## src/sv/tbcd_pkg.sv

```systemverilog
// Shared types and constants for the three-bit code dictionary unpacker.
// No dependencies; every other file of the block imports this package.
package tbcd_pkg;

  localparam int unsigned ByteW      = 8;
  localparam int unsigned CodeW      = 3;
  localparam int unsigned CodesMax   = 3;
  localparam int unsigned NumW       = 2;
  localparam int unsigned DictW      = 64;
  localparam int unsigned LimitW     = 32;
  localparam int unsigned CfgIdxW    = 1;
  localparam int unsigned QueueDepth = 2;

  // Position of a byte inside its three-byte group.
  typedef enum logic [1:0] {
    PH0 = 2'd0,
    PH1 = 2'd1,
    PH2 = 2'd2
  } phase_e;

  // Configuration register indexes.
  typedef enum logic [CfgIdxW-1:0] {
    REG_DICT  = 1'b0,
    REG_LIMIT = 1'b1
  } cfg_reg_e;

  // One decoded byte: up to three codes and how many of them produce output.
  typedef struct packed {
    logic [CodesMax-1:0][CodeW-1:0] codes;
    logic [NumW-1:0]                num;
  } job_t;

endpackage

```

## src/sv/tbcd_front.sv

```systemverilog
// Front end of the unpacker: accepts packed bytes, splits them into codes
// and decides how many characters each byte may still emit. Uses tbcd_pkg.
module tbcd_front import tbcd_pkg::*; (
  input  logic              clk_i,
  input  logic              rst_ni,
  input  logic              in_valid_i,
  output logic              in_ready_o,
  input  logic [ByteW-1:0]  in_byte_i,
  input  logic [LimitW-1:0] limit_i,
  input  logic              queue_full_i,
  output logic              push_o,
  output job_t              job_o
);

  phase_e                         phase_q, phase_d;
  logic [CodeW-1:0]               carry_q, carry_d;
  logic [LimitW-1:0]              count_q, count_d;
  logic [CodesMax-1:0][CodeW-1:0] codes;
  logic [NumW-1:0]                ncodes;
  logic [NumW-1:0]                avail;
  logic [NumW-1:0]                num;
  logic [LimitW-1:0]              diff;
  logic                           accept;

  assign in_ready_o = !queue_full_i;
  assign accept     = in_valid_i && in_ready_o;

  // Code extraction; an out-of-range phase behaves as the first phase.
  always_comb begin
    codes   = '0;
    ncodes  = NumW'(3);
    carry_d = '0;
    phase_d = PH0;
    unique case (phase_q)
      PH1: begin
        codes[0] = carry_q | {2'b00, in_byte_i[7]};
        codes[1] = in_byte_i[6:4];
        codes[2] = in_byte_i[3:1];
        carry_d  = {in_byte_i[0], 2'b00};
        phase_d  = PH2;
      end
      PH2: begin
        codes[0] = carry_q | {1'b0, in_byte_i[7:6]};
        codes[1] = in_byte_i[5:3];
        codes[2] = in_byte_i[2:0];
        carry_d  = '0;
        phase_d  = PH0;
      end
      default: begin
        codes[0] = in_byte_i[7:5];
        codes[1] = in_byte_i[4:2];
        ncodes   = NumW'(2);
        carry_d  = {in_byte_i[1:0], 1'b0};
        phase_d  = PH1;
      end
    endcase
  end

  // Remaining budget, saturated at three characters.
  always_comb begin
    diff = limit_i - count_q;
    if (count_q >= limit_i) begin
      avail = '0;
    end else if (diff >= LimitW'(CodesMax)) begin
      avail = NumW'(CodesMax);
    end else begin
      avail = diff[NumW-1:0];
    end
    num     = (avail < ncodes) ? avail : ncodes;
    count_d = count_q + LimitW'(num);
  end

  assign job_o  = '{codes: codes, num: num};
  assign push_o = accept && (num != '0);

  always_ff @(posedge clk_i or negedge rst_ni) begin
    if (!rst_ni) begin
      phase_q <= PH0;
      carry_q <= '0;
      count_q <= '0;
    end else if (accept) begin
      phase_q <= phase_d;
      carry_q <= carry_d;
      count_q <= count_d;
    end
  end

  a_count_monotone: assert property (@(posedge clk_i) disable iff (!rst_ni)
    count_q >= $past(count_q)) else $error("emitted count went backwards");

  a_count_step: assert property (@(posedge clk_i) disable iff (!rst_ni)
    !accept |=> $stable(count_q)) else $error("count moved without a byte");

endmodule

```

## src/sv/tbcd_fifo.sv

```systemverilog
// Short queue of decoded jobs between the front and back ends.
// Uses job_t from tbcd_pkg.
module tbcd_fifo import tbcd_pkg::*; #(
  parameter int unsigned Depth = QueueDepth
) (
  input  logic clk_i,
  input  logic rst_ni,
  input  logic push_i,
  input  job_t data_i,
  output logic full_o,
  input  logic pop_i,
  output logic valid_o,
  output job_t data_o
);

  localparam int unsigned AddrW = (Depth > 1) ? $clog2(Depth) : 1;
  localparam int unsigned CntW  = $clog2(Depth + 1);

  job_t             mem_q [Depth];
  logic [AddrW-1:0] wr_q, wr_d;
  logic [AddrW-1:0] rd_q, rd_d;
  logic [CntW-1:0]  cnt_q, cnt_d;

  assign full_o  = (cnt_q == CntW'(Depth));
  assign valid_o = (cnt_q != '0);
  assign data_o  = mem_q[rd_q];

  always_comb begin
    wr_d  = (wr_q == AddrW'(Depth - 1)) ? '0 : wr_q + AddrW'(1);
    rd_d  = (rd_q == AddrW'(Depth - 1)) ? '0 : rd_q + AddrW'(1);
    cnt_d = cnt_q + CntW'(push_i) - CntW'(pop_i);
  end

  always_ff @(posedge clk_i) begin
    if (push_i) begin
      mem_q[wr_q] <= data_i;
    end
  end

  always_ff @(posedge clk_i or negedge rst_ni) begin
    if (!rst_ni) begin
      wr_q  <= '0;
      rd_q  <= '0;
      cnt_q <= '0;
    end else begin
      if (push_i) begin
        wr_q <= wr_d;
      end
      if (pop_i) begin
        rd_q <= rd_d;
      end
      cnt_q <= cnt_d;
    end
  end

  a_no_overflow: assert property (@(posedge clk_i) disable iff (!rst_ni)
    push_i |-> !full_o) else $error("job queue overflow");

  a_no_underflow: assert property (@(posedge clk_i) disable iff (!rst_ni)
    pop_i |-> valid_o) else $error("job queue underflow");

  a_nonempty_jobs: assert property (@(posedge clk_i) disable iff (!rst_ni)
    valid_o |-> data_o.num != '0) else $error("queued job carries no output");

endmodule

```

## src/sv/tbcd_back.sv

```systemverilog
// Back end of the unpacker: walks the codes of the head job, looks each one
// up in the dictionary and drives the registered output. Uses tbcd_pkg.
module tbcd_back import tbcd_pkg::*; (
  input  logic                       clk_i,
  input  logic                       rst_ni,
  input  logic                       job_valid_i,
  input  job_t                       job_i,
  output logic                       pop_o,
  input  logic [7:0][ByteW-1:0]      dict_i,
  output logic                       out_valid_o,
  input  logic                       out_ready_i,
  output logic [ByteW-1:0]           out_char_o,
  output logic                       out_last_o
);

  logic [NumW-1:0]  idx_q, idx_d;
  logic             out_valid_q, out_valid_d;
  logic [ByteW-1:0] out_char_q;
  logic             out_last_q;
  logic             advance;
  logic             is_last;
  logic [CodeW-1:0] code;

  assign advance = job_valid_i && (!out_valid_q || out_ready_i);
  assign is_last = (idx_q == job_i.num - NumW'(1));
  assign code    = job_i.codes[idx_q];
  assign pop_o   = advance && is_last;

  always_comb begin
    idx_d = idx_q;
    if (advance) begin
      idx_d = is_last ? '0 : idx_q + NumW'(1);
    end
    out_valid_d = out_valid_q;
    if (advance) begin
      out_valid_d = 1'b1;
    end else if (out_ready_i) begin
      out_valid_d = 1'b0;
    end
  end

  always_ff @(posedge clk_i or negedge rst_ni) begin
    if (!rst_ni) begin
      idx_q       <= '0;
      out_valid_q <= 1'b0;
    end else begin
      idx_q       <= idx_d;
      out_valid_q <= out_valid_d;
    end
  end

  always_ff @(posedge clk_i) begin
    if (advance) begin
      out_char_q <= dict_i[code];
      out_last_q <= is_last;
    end
  end

  assign out_valid_o = out_valid_q;
  assign out_char_o  = out_char_q;
  assign out_last_o  = out_last_q;

  a_idx_in_job: assert property (@(posedge clk_i) disable iff (!rst_ni)
    job_valid_i |-> idx_q < job_i.num) else $error("code index beyond job");

endmodule

```

## src/sv/three_bit_code_dictionary_unpacker.sv

```systemverilog
// Top level of the three-bit code dictionary unpacker: config registers,
// front end, job queue and back end. Depends on tbcd_pkg and its submodules.
// The first character of a byte is registered in the job queue and then in
// the output register of the back end. The output carries one character
// per cycle while the sink is ready; the single output port of the back
// end sets this rate. Reset clears the phase, carry and emitted count, both
// config registers and the queue; no clearing pass.
module three_bit_code_dictionary_unpacker import tbcd_pkg::*; #(
  parameter int unsigned QDepth = QueueDepth
) (
  input  logic               clk_i,
  input  logic               rst_ni,
  // Configuration write port.
  input  logic               cfg_we_i,
  input  logic [CfgIdxW-1:0] cfg_idx_i,
  input  logic [DictW-1:0]   cfg_wdata_i,
  // Input stream.
  input  logic               s_axis_tvalid_i,
  output logic               s_axis_tready_o,
  input  logic [ByteW-1:0]   s_axis_tdata_i,   // [7:0] packed_byte
  // Output stream.
  output logic               m_axis_tvalid_o,
  input  logic               m_axis_tready_i,
  output logic [ByteW-1:0]   m_axis_tdata_o,   // [7:0] out_char
  output logic               m_axis_tlast_o    // last_of_run
);

  // The dictionary holds eight one-byte entries, entry k in byte lane k.
  logic [7:0][ByteW-1:0] dict_q;
  logic [LimitW-1:0]     limit_q;

  logic queue_full;
  logic push;
  logic pop;
  logic job_valid;
  job_t job_in;
  job_t job_head;

  // Configuration registers. The user must make writes only while the block
  // is idle, not enforced here; the front end reads the limit unshadowed.
  always_ff @(posedge clk_i or negedge rst_ni) begin
    if (!rst_ni) begin
      dict_q  <= '0;
      limit_q <= '0;
    end else if (cfg_we_i) begin
      unique case (cfg_reg_e'(cfg_idx_i))
        REG_DICT:  dict_q  <= cfg_wdata_i;
        REG_LIMIT: limit_q <= cfg_wdata_i[LimitW-1:0];
        default:   ;
      endcase
    end
  end

  // The front end splits each byte into codes and trims them to the
  // remaining character budget; bytes with nothing to emit never queue.
  tbcd_front u_front (
    .clk_i        (clk_i),
    .rst_ni       (rst_ni),
    .in_valid_i   (s_axis_tvalid_i),
    .in_ready_o   (s_axis_tready_o),
    .in_byte_i    (s_axis_tdata_i),
    .limit_i      (limit_q),
    .queue_full_i (queue_full),
    .push_o       (push),
    .job_o        (job_in)
  );

  // The queue lets the front keep taking bytes while the back end drains.
  tbcd_fifo #(
    .Depth (QDepth)
  ) u_fifo (
    .clk_i   (clk_i),
    .rst_ni  (rst_ni),
    .push_i  (push),
    .data_i  (job_in),
    .full_o  (queue_full),
    .pop_i   (pop),
    .valid_o (job_valid),
    .data_o  (job_head)
  );

  // Back end emits one character per cycle from the head job unless stalled.
  tbcd_back u_back (
    .clk_i       (clk_i),
    .rst_ni      (rst_ni),
    .job_valid_i (job_valid),
    .job_i       (job_head),
    .pop_o       (pop),
    .dict_i      (dict_q),
    .out_valid_o (m_axis_tvalid_o),
    .out_ready_i (m_axis_tready_i),
    .out_char_o  (m_axis_tdata_o),
    .out_last_o  (m_axis_tlast_o)
  );

endmodule
```

## config.mk

```make
export PLATFORM = sky130hd
export DESIGN_NAME = three_bit_code_dictionary_unpacker
export DESIGN_NICKNAME = d
export VERILOG_FILES = /design/src/sv/tbcd_pkg.sv /design/src/sv/tbcd_front.sv /design/src/sv/tbcd_fifo.sv /design/src/sv/tbcd_back.sv /design/src/sv/three_bit_code_dictionary_unpacker.sv
export SDC_FILE = /design/constraint.sdc
export NUM_CORES = 1
export LEC_CHECK = 0
export BUFFER_PORTS_ARGS = -buffer_cell sky130_fd_sc_hd__buf_2
export CAP_MARGIN = 25
export CELL_PAD_IN_SITES_DETAIL_PLACEMENT = 1
export CELL_PAD_IN_SITES_GLOBAL_PLACEMENT = 2
export CORE_ASPECT_RATIO = 0.8
export CORE_MARGIN = 5
export CORE_UTILIZATION = 44
export CTS_BUF_LIST = sky130_fd_sc_hd__clkbuf_4
export DETAILED_ROUTE_END_ITERATION = 12
export HOLD_SLACK_MARGIN = 0.12
export PLACE_DENSITY = 0.95
export SLEW_MARGIN = 10
export SYNTH_ARGS = -nofsm -noshare
export SYNTH_HDL_FRONTEND = slang
export SYNTH_SLANG_ARGS = --single-unit
export TNS_END_PERCENT = 50
```

## constraint.sdc

```tcl
create_clock -name clk_i -period 17.9 [get_ports clk_i]
set_clock_uncertainty 0.15 [all_clocks]
set_input_delay 1.79 -clock clk_i [delete_from_list [all_inputs] [get_ports clk_i]]
set_output_delay 1.79 -clock clk_i [all_outputs]
set_load 0.02 [all_outputs]
```

==> results of run 1 <==
[where the power goes]
group	internal (uW)	leakage (uW)	switching [uW]
Combinational	290	0.00245	474
Clock	68.3	0.000128	144
Sequential	494	0.00196	59.5
[flip-flops by register name, summed over array words and instances (netlist names), 2 cells and up]
name               cells
u_back.idx_q           2
u_fifo.cnt_q           2
u_back.out_char_o      8
u_front.count_q       32
u_fifo.mem_q          22
u_front.phase_q        2
dict_q                64
u_front.carry_q        2
limit_q               32
[synth_stat cells, drive strengths merged (3+ instances only)]
cell type / n
and2: 9
ha: 39
nor4: 9
o21a: 13
buf: 10
nor3: 23
a211oi: 7
xor2: 4
a21o: 5
nand2b: 8
clkbuf: 36
edfxtp: 31
dfrtp: 139
o21ai: 57
mux2i: 25
nand2: 83
nand3: 24
nor2b: 10
a21oi: 50
and4: 4
o31ai: 4
a211o: 4
or3: 8
mux2: 120
a22oi: 8
or4: 5
o2111ai: 5
xnor2: 38
and3: 6
or2: 3
mux4: 3
o211ai: 13
nand4: 21
o22ai: 4
inv: 45
nor2: 57
nor3b: 4
[through the flow]
stage          instances  setup slack, ns  hold slack (ns)  util (%)  power, uW
2_1_floorplan        980            12.08            0.294         -       1060
3_3_place_gp        1333            10.75            0.309      47.9       1270
3_5_place_dp        1334            11.18            0.316      47.9       1310
4_1_cts             1366            10.99            0.343      49.0       1520
5_1_grt             1368            10.98            0.362      49.2       1620
6_report            1368            11.29            0.341      49.2       1530
[per-layer routing]
layer	wire [um]	GRT usage, %	part of all wire, %	vias up
li1	-	-	-	3707
met1	15000	34.7	48	4153
met2	14400	36.7	46	199
met3	1610	4.65	5.2	28
met4	306	4.07	0.98	0
met5	0	0	0	-
[how the worst max path moves through the flow]
stage	end	slack, ns	cells after the start
CTS	u_front.count_q[30]	10.99	20
floorplan	u_front.count_q[24]	12.08	20
detailed placement	u_front.count_q[24]	11.18	20
global placement	u_front.count_q[30]	10.75	20
finish	u_front.count_q[30]	11.29	21
global route	u_front.count_q[22]	10.98	21
[layout make-up]
type / count / area (um2) / area share, %
inverters: 45 / 169 / 1.52
clock inverters: 15 / 123 / 1.10
well taps: 306 / 383 / 3.44
flip-flops and latches: 170 / 4410 / 39.6
repair buffers: 97 / 534 / 4.80
multi-input cells: 718 / 5380 / 48.4
clock buffers: 17 / 128 / 1.15
[cell families after synthesis]
kind of cell | Yosys count | share of synthesized area (%)
muxes | 148 | 16.4
AOI/OAI and AO/OA | 201 | 13.0
buffers and inverters | 92 | 3.88
xor gates and xnor gates | 42 | 3.62
adders and majority gates | 41 | 5.20
and+or+nand+nor | 286 | 14.5
DFF | 170 | 43.4
==> metrics.md, run 1 <==
| Metric | Value |
|---|---|
| Status | `finished, final reports clean` |
| Count of different cell masters after synthesis | `86` |
| Number of synthesis warnings | `0` |
| Endpoints failing hold | `0` |
| Syn Area/Cell | `10.4 um2` |
| WP data required | `18.23 ns` |
| Max Fanout on Critical Path | `9` |
| Initial antenna violation count | `0` |
| Crit end category | `register` |
| Hold Crit Class | `reg2reg` |
| Clock latency on the worst-skew pair | `0.58 ns` |
| GR Util All Layers | `23.5%` |
| Synthesized flop and latch total | `170` |
| Cts repair resizes | `0` |
| Leakage power | `0.00454 uW` |
| PD cells | `138 mW/mm2` |
| RSZ-0062 raised after global routing | `no` |
| Fill cells | `2570` |
| Worst r2r dst | `u_front.count_q[30]` |
| First-pass DRT Iterations | `5` |
| Post-Syn Instances | `980` |
| First-pass GRT wire length | `49.2 mm` |
| Port buffer count | `88` |
| Crit path DAT | `6.93 ns` |
| Initial Util | `44.9%` |
| Critical path, cell by cell | `inv_1 -> ha_1 -> a21oi_1 -> o21ai_0 -> a21oi_1 -> nor2_1 -> or4_2 -> nor4_2 -> nand4_1 -> nor4_2 -> nand4_1 -> a211oi_2 -> ha_1 -> inv_1 -> fa_1 -> nor4_1 -> nand2_1 -> nor3_1 -> buf_2 -> nand3_1 -> xnor2_1` |
| Root Driver | `clkbuf_4` |
| Reg2Reg Launch Point | `u_front.count_q[23]` |
| Peak supply drop | `0.0000715 V` |
| DR vias | `8087` |
| Vias in the first global route | `8481` |
| DP HPWL | `24.4 mm` |
| Core Area | `0.0226 mm2` |
| Actual slew at the worst max-slew pin | `0.932 ns` |
| Num CTS Buffers | `17` |
| Pins over their slew limit | `0` |
| Delay-heaviest family, CP | `simple AND/OR/NAND/NOR gates` |
| Layout area overhead | `9.51%` |
| FMAX | `151 MHz` |
| Syn nets | `1099` |
| Clk sinks | `170` |
| Largest net degree at the start of global routing | `77` |
| CP Class | `reg2reg` |
| R2R depth | `21` |
| Vias per Instance | `5.91` |
| Post-DP Area | `0.0108 mm2` |
| Layout net count | `1168` |
| GPL Wtd Cong | `0.939` |
| Share of cells above drive strength 1 | `26.5%` |
| Max incr delay on CP | `0.62 ns` |
| Largest cells by area after synthesis | `dfrtp_1 (34%), mux2_2 (13%), edfxtp_1 (9.2%), ha_1 (4.8%), xnor2_1 (3.3%)` |
| Worst min-delay path startpoint | `u_front.count_q[29]` |
| WP buf/inv | `3` |
| Post-CTS Setup Bufs | `0` |
| Sequential share of the synthesized area | `43.4%` |
| Die ar. | `0.0262 mm2` |
| Detailed Route WL | `31.3 mm` |
| Row cnt | `49` |
| Finish-stage setup viols | `0` |
| Nature of the critical path startpoint | `register` |
| Top cell type's share of synthesized area | `34.2%` |
| Fin crit share | `36.9%` |
| Grt ovf | `0` |
| Most common cell after layout, fill and taps aside | `dfrtp_1` |
| Asr flop ratio synth | `81.8%` |
| Drt first-iter violations | `570` |
| Relative slew slack | `37.6%` |
| Ant diodes | `0` |
| Commonest cells after routing, fill and taps aside | `dfrtp_1 (139), mux2_2 (120), buf_2 (88), nand2_1 (83)` |
| IO Count | `89` |
| Clk buf depth | `2` |
| Die width | `180 um` |
| Reg2reg setup slack | `11.29 ns` |
| Prevailing post-synth register cell | `dfrtp_1` |
| Die H | `146 um` |
| Launch point of the worst path | `u_front.count_q[23]` |
| Post-synth EDFFs | `31` |
| CTS tree | `built` |
| Synth area leader | `dfrtp_1` |
| Htree depth | `4` |
| Hold bufs inserted after CTS | `0` |
| Worst Hold End | `u_front.count_q[29]` |
| Period minus WS final | `6.61 ns` |
| Fin area | `0.0111 mm2` |
| Post-route ant nets | `0` |
| Avg WL per Cell | `22.9 um` |
| Worst-path clk slew | `0.15 ns` |
| DR DRC count | `0` |
| Post-Synthesis Cell Area | `0.0102 mm2` |
| Slowest cell on crit path | `or4_2` |
| Total negative setup slack | `0 ns` |
| Hold Path Depth | `1` |
| Maxcap violations | `0` |
(Power assumes the default switching activity.)
==> run 2, diff against run 1 <==
--- a/config.mk
+++ b/config.mk
@@ -11,11 +11,11 @@
 export CELL_PAD_IN_SITES_GLOBAL_PLACEMENT = 2
 export CORE_ASPECT_RATIO = 0.8
 export CORE_MARGIN = 5
-export CORE_UTILIZATION = 44
+export CORE_UTILIZATION = 41
 export CTS_BUF_LIST = sky130_fd_sc_hd__clkbuf_4
 export DETAILED_ROUTE_END_ITERATION = 12
 export HOLD_SLACK_MARGIN = 0.12
-export PLACE_DENSITY = 0.95
+export PLACE_DENSITY = 0.9
 export SLEW_MARGIN = 10
 export SYNTH_ARGS = -nofsm -noshare
 export SYNTH_HDL_FRONTEND = slang
==> constraint.sdc (replaced) <==
create_clock -name clk_i -period 6.7 [get_ports clk_i]
set_clock_uncertainty 0.15 [all_clocks]
set_input_delay 0.67 -clock clk_i [delete_from_list [all_inputs] [get_ports clk_i]]
set_output_delay 0.67 -clock clk_i [all_outputs]
set_load 0.02 [all_outputs]
==> metrics.md, run 2 (synthesized netlist as in run 1, its figures left out) <==
| Metric | Value |
|---|---|
| Status | `finished, final reports clean` |
| Worst-path clk slew | `0.14 ns` |
| Clk buf depth | `2` |
| Layout area overhead | `10.3%` |
| Vias per Instance | `5.80` |
| Core Area | `0.0244 mm2` |
| Largest Register | `dict_q` |
| Reg2Reg Launch Point | `u_front.count_q[23]` |
| DR vias | `8023` |
| Period minus WS final | `6.27 ns` |
| GPL Wtd Cong | `0.929` |
| Biggest regs | `dict_q (64), limit_q (32), u_front.count_q (32)` |
| Post-CTS Setup Bufs | `0` |
| Die H | `151 um` |
| First-pass DRT Iterations | `4` |
| Share of cells above drive strength 1 | `26.7%` |
| Dpl ws | `0.542 ns` |
| Most common cell after layout, fill and taps aside | `dfrtp_1` |
| Layout net count | `1172` |
| Vias in the first global route | `8239` |
| Die ar. | `0.0280 mm2` |
| Avg WL per Cell | `22.5 um` |
| Commonest cells after routing, fill and taps aside | `dfrtp_1 (139), mux2_2 (120), buf_2 (87), nand2_1 (83)` |
| Critical path, cell by cell | `inv_1 -> ha_1 -> buf_4 -> a21oi_1 -> o21ai_0 -> a21oi_1 -> nor2_1 -> or4_2 -> nor4_2 -> nand4_1 -> nor4_2 -> nand4_1 -> a211oi_2 -> ha_1 -> a21oi_1 -> or3_1 -> nor2_1 -> nand3_1 -> nor2_1 -> buf_4 -> and2_1 -> nand3_1 -> xnor2_1` |
| Largest register FFs | `64` |
| FMAX | `160 MHz` |
| Fin cells | `1384` |
| Port buffer count | `88` |
| PD cells | `370 mW/mm2` |
| Hold Crit Class | `in2reg` |
| Launch point of the worst path | `u_front.count_q[23]` |
| Ant diodes | `0` |
| Max incr delay on CP | `0.62 ns` |
| Hold bufs inserted after CTS | `1` |
| Root Driver | `clkbuf_4` |
| Worst min-delay path startpoint | `cfg_wdata_i[46]` |
| Peak supply drop | `0.000172 V` |
| Pins over their slew limit | `0` |
| Max Fanout on Critical Path | `9` |
| Delay-heaviest family, CP | `simple AND/OR/NAND/NOR gates` |
| Total negative setup slack | `0 ns` |
| IO Count | `89` |
| Num CTS Buffers | `17` |
| Post-route ant nets | `0` |
| RSZ-0062 raised after global routing | `no` |
| First-pass GRT wire length | `47.8 mm` |
| Endpoints failing hold | `0` |
| Grt ovf | `0` |
| Nature of the critical path startpoint | `register` |
| CP Class | `reg2reg` |
| WP buf/inv | `3` |
| Detailed Route WL | `31.2 mm` |
| Cts repair resizes | `0` |
| Actual slew at the worst max-slew pin | `0.835 ns` |
| Htree depth | `4` |
| Clk sinks | `170` |
| CTS tree | `built` |
| Largest net degree at the start of global routing | `82` |
| Die width | `186 um` |
| Fill cells | `2766` |
| Final WS setup | `0.434 ns` |
| Placed Cells | `1350` |
| Initial Util | `41.7%` |
| DR DRC count | `0` |
| Row cnt | `51` |
| Clock latency on the worst-skew pair | `0.57 ns` |
| Initial antenna violation count | `0` |
| WP data required | `7.02 ns` |
| Maxcap violations | `0` |
| Drt first-iter violations | `536` |
| Relative slew slack | `42.9%` |
| Crit end category | `register` |
| DP HPWL | `24.3 mm` |
| GR Util All Layers | `22.1%` |
| Leakage power | `0.00458 uW` |
| Crit path DAT | `6.58 ns` |
| Finish-stage setup viols | `0` |
| Slowest cell on crit path | `or4_2` |
| Fin crit share | `93.5%` |
-- run 2: changes by cell type in the layout (fill, tap and decap cells not counted), sizes merged --
cell           change
inv                -3
clkbuf             +3
dlygate4sd3        +1
bufinv             +2
buf                +4
clkinvlp           -2
clkdlybuf4s18      -1
-- run 2: area by class of cell --
type                            count  area (um2)  share of cell area [%]
Clock buffer                       20         150                    1.34
Clock inverter                     12         149                    1.33
Inverter                           45         169                    1.51
Multi-Input combinational cell    718        5380                    48.0
Sequential cell                   170        4410                    39.4
Tap cell                          318         398                    3.55
Timing Repair Buffer              101         547                    4.88
-- run 2: metal layers --
metal | track usage [%] | up-vias | share of wire, %
met4 | 3.97 | 0 | 0.88
li1 | - | 3712 | -
met2 | 33.3 | 183 | 44
met5 | 0 | - | 0
met1 | 33.6 | 4103 | 50
met3 | 4.25 | 25 | 4.7
-- run 2: where the power goes --
part | total, uW | internal, uW | switching (uW)
Sequential | 1480 | 1320 | 159
Clock | 640 | 270 | 370
Combinational | 2030 | 777 | 1250
Total | 4140 | 2370 | 1780
-- run 2: final timing paths --
| kind | endpoint | slack, ns | depth (start not counted) |
|---|---|---|---|
| min in group asynchronous | limit_q[29] | 0.53 | 2 |
| worst max-delay path | u_front.count_q[31] | 0.43 | 23 |
| worst min-delay path | dict_q[46] | 0.18 | 2 |
| worst min register to register | u_front.count_q[13] | 0.33 | 1 |
| max in group asynchronous | dict_q[42] | 4.55 | 3 |
| worst max register to register | u_front.count_q[31] | 0.43 | 23 |
-- run 2: through the flow --
step                      hold slack (ns)  area (um2)  total power, uW  utilization (%)
after global routing                0.133       11200             4380             46.0
after CTS                           0.136       11200             4130             45.9
after floorplan                     0.224       10200             2830                -
after detailed placement            0.316       10900             3490             44.7
final                               0.178       11200             4140             46.0
after global placement              0.307       10900             3410             44.7
==> run 3, diff against run 2 <==
--- a/config.mk
+++ b/config.mk
@@ -15,9 +15,11 @@
 export CTS_BUF_LIST = sky130_fd_sc_hd__clkbuf_4
 export DETAILED_ROUTE_END_ITERATION = 12
 export HOLD_SLACK_MARGIN = 0.12
-export PLACE_DENSITY = 0.9
+export PLACE_DENSITY = 0.89
+export SKIP_CTS_REPAIR_TIMING = 1
 export SLEW_MARGIN = 10
 export SYNTH_ARGS = -nofsm -noshare
 export SYNTH_HDL_FRONTEND = slang
+export SYNTH_HIERARCHICAL = 1
 export SYNTH_SLANG_ARGS = --single-unit
 export TNS_END_PERCENT = 50
==> metrics.md, run 3 <==
| Metric | Value |
|---|---|
| Clock Power Share | `15.2%` |
| Syn Area/Cell | `10.8 um2` |
| Count of different cell masters after synthesis | `78` |
| Layout area overhead | `12.2%` |
| Largest register FFs | `64` |
| Actual slew at the worst max-slew pin | `0.986 ns` |
| Root Driver | `clkbuf_4` |
| Vias per Instance | `5.65` |
| WHS | `0.168 ns` |
| Post-DP Area | `0.0112 mm2` |
| Largest cells by area after synthesis | `dfrtp_1 (33%), mux2_4 (14%), edfxtp_1 (8.7%), ha_1 (4.6%), nand2_1 (3.7%)` |
| Row cnt | `52` |
| Most common cell after layout, fill and taps aside | `dfrtp_1` |
| Clock latency on the worst-skew pair | `0.62 ns` |
| Finish-stage setup viols | `0` |
| Initial antenna violation count | `1` |
| Placed Cells | `1386` |
| Die ar. | `0.0294 mm2` |
| Flop pwr share | `35.1%` |
| Hold Crit Class | `in2reg` |
| Largest Register | `dict_q` |
| Leakage power | `0.00511 uW` |
| Die H | `154 um` |
| Initial Util | `41.9%` |
| DP HPWL | `22.7 mm` |
| Layout net count | `1216` |
| Post-synth EDFFs | `31` |
| Asr flop ratio synth | `81.8%` |
| Detailed Route WL | `31.7 mm` |
| Most frequent cell after synthesis | `dfrtp_1` |
| Syn nets | `1106` |
| Post-Syn Instances | `987` |
| Pins over their slew limit | `0` |
| NetSw | `1830 uW` |
| Grt ovf | `0` |
| Clk sinks | `170` |
| Total negative setup slack | `0 ns` |
| Num CTS Buffers | `17` |
| Vias in the first global route | `8395` |
| Post-Synthesis Cell Area | `0.0107 mm2` |
| Endpoints failing hold | `0` |
| DR DRC count | `0` |
| Top cell type's share of synthesized area | `32.6%` |
| Clk buf depth | `2` |
| Avg WL per Cell | `21.7 um` |
| Hold Path Depth | `2` |
| Prevailing post-synth register cell | `dfrtp_1` |
| WP data required | `7.06 ns` |
| Drt first-iter violations | `760` |
| Maxcap violations | `0` |
| Max Fanout on Critical Path | `5` |
| Share of cells above drive strength 1 | `24.1%` |
| Fin area | `0.0120 mm2` |
| GPL Wtd Cong | `0.935` |
| First-pass GRT wire length | `48.1 mm` |
| Slowest cell on crit path | `dfrtp_1` |
| Relative slew slack | `34.3%` |
| Launch point of the worst path | `u_front/count_q[1]` |
| Nature of the critical path startpoint | `register` |
| Sequential share of the synthesized area | `41.3%` |
| Critical path, cell by cell | `inv_1 -> ha_1 -> nand2b_1 -> a211oi_2 -> o211ai_2 -> a211oi_2 -> mux2i_1 -> o22ai_1 -> nor4_1 -> and4bb_1 -> nand3_1 -> a21oi_1 -> ha_1 -> inv_1 -> fa_1 -> nor2_1 -> and3_1 -> and2_1 -> inv_1 -> nor2_1 -> nand3_1 -> nor2_1 -> nand2_1 -> xnor2_1` |
| Biggest regs | `dict_q (64), limit_q (32), u_front/count_q (32)` |
| Combinational Power Share | `49.6%` |
| Synthesized flop and latch total | `170` |
| DR vias | `8255` |
| Max incr delay on CP | `0.47 ns` |
| Top post-synthesis cells by count | `dfrtp_1 (139), nand2_1 (105), mux2_4 (100), a21oi_1 (54), inv_1 (51)` |
| Crit path DAT | `6.65 ns` |
| Commonest cells after routing, fill and taps aside | `dfrtp_1 (138), nand2_1 (105), mux2_4 (100), buf_2 (87), a21oi_1 (54)` |
| Worst-path clk slew | `0.16 ns` |
| P_int | `2370 uW` |
| RSZ-0062 raised after global routing | `no` |
| CTS tree | `built` |
| Number of synthesis warnings | `6` |
| Final core occ | `47.0%` |
| Reg2Reg Launch Point | `u_front/count_q[1]` |
| Htree depth | `4` |
| Status | `finished, final reports clean` |
| Post-route ant nets | `0` |
| Synth area leader | `dfrtp_1` |
| GR Util All Layers | `20.7%` |
| Period minus WS final | `6.29 ns` |
| Port buffer count | `88` |
| Reg2reg setup slack | `0.41 ns` |
| R2R depth | `24` |
| Sw frac | `43.5%` |
| Fin cells | `1462` |
| Die width | `190 um` |
| Largest net degree at the start of global routing | `75` |
| CP Class | `reg2reg` |
| PD cells | `351 mW/mm2` |
| Crit end category | `register` |
| Fin crit share | `93.9%` |
| Core Area | `0.0255 mm2` |
| IO Count | `89` |
| First-pass DRT Iterations | `5` |
| Worst r2r dst | `u_front/count_q[28]` |
| Peak supply drop | `0.000225 V` |
| FMAX | `159 MHz` |
| CP endpoint | `u_front/count_q[28]` |
[run 3: cell types whose count changed after synthesis, sizes merged, moves of 9 or more]
cell	delta
mux2i	-12
nand2	+23
nand3	+14
buf	+25
a221oi	+32
o21a	-9
clkbuf	-22
nand4	-14
[run 3: worst min-delay path by stage]
stage | start | to
after CTS | rst_ni | dict_q[20]
after global placement | u_front/carry_q[2] | u_front/carry_q[2]
after floorplan | rst_ni | dict_q[0]
final | cfg_wdata_i[29] | limit_q[29]
after detailed placement | u_front/count_q[23] | u_front/count_q[23]
after global routing | cfg_wdata_i[19] | dict_q[19]
[run 3: logic make-up (layout without fill, tap and decap cells)]
kind of cell | count (synthesis) | after routing | share of synthesized area (%)
AND/OR/NAND/NOR | 276 | 276 | 12.4
multiplexers | 133 | 133 | 17.4
AO/OA/AOI/OAI | 221 | 221 | 14.5
other | 0 | 1 | 0
buffers and inverters | 100 | 223 | 5.54
adder cells (fa/ha/maj) | 41 | 41 | 4.95
flip-flops | 170 | 170 | 41.3
XOR/XNOR | 46 | 46 | 3.99
[run 3: cell type report]
type | count | area [um2]
timing repair buffer | 140 | 960
multi-input combinational | 717 | 5680
sequential | 170 | 4410
clock buffer | 17 | 128
antenna | 1 | 2.50
inverter | 51 | 191
fill | 2849 | 13500
tap | 351 | 439
clock inverter | 15 | 161
[run 3: routing by layer]
metal | vias up | GRT usage (%) | wire [um] | part of all wire (%)
li1 | 3830 | - | - | -
met4 | 0 | 4.17 | 357 | 1.1
met2 | 192 | 29.9 | 14000 | 44
met3 | 20 | 5.21 | 1720 | 5.4
met5 | - | 0 | 0 | 0
met1 | 4213 | 31.4 | 15600 | 49
[run 3: per-stage QoR]
stage / power, uW / worst slack [ns]
2_1_floorplan: 2960 / 1.29
3_3_place_gp: 3420 / 0.730
3_5_place_dp: 3490 / 0.353
4_1_cts: 4140 / 0.249
5_1_grt: 4450 / 0.0723
6_report: 4200 / 0.406
[run 3: critical path, delay by kind of cell, from the launching register on]
| family | cells | cell delay, ns |
|---|---|---|
| mux | 1 | 0.31 |
| xor+xnor | 1 | 0.21 |
| simple gates | 11 | 2.37 |
| fa+ha+maj | 3 | 0.93 |
| compound gates | 5 | 1.50 |
| flops | 1 | 0.47 |
| buf+inv | 3 | 0.25 |
[run 3: power groups by stage]
stage                     logic (uW)  registers (uW)  clock network [uW]
after floorplan                 1500            1460                   0
after global placement          1930            1480                   0
after detailed placement        1990            1500                   0
after CTS                       2010            1480                 659
after global routing            2250            1500                 703
final                           2080            1480                 640
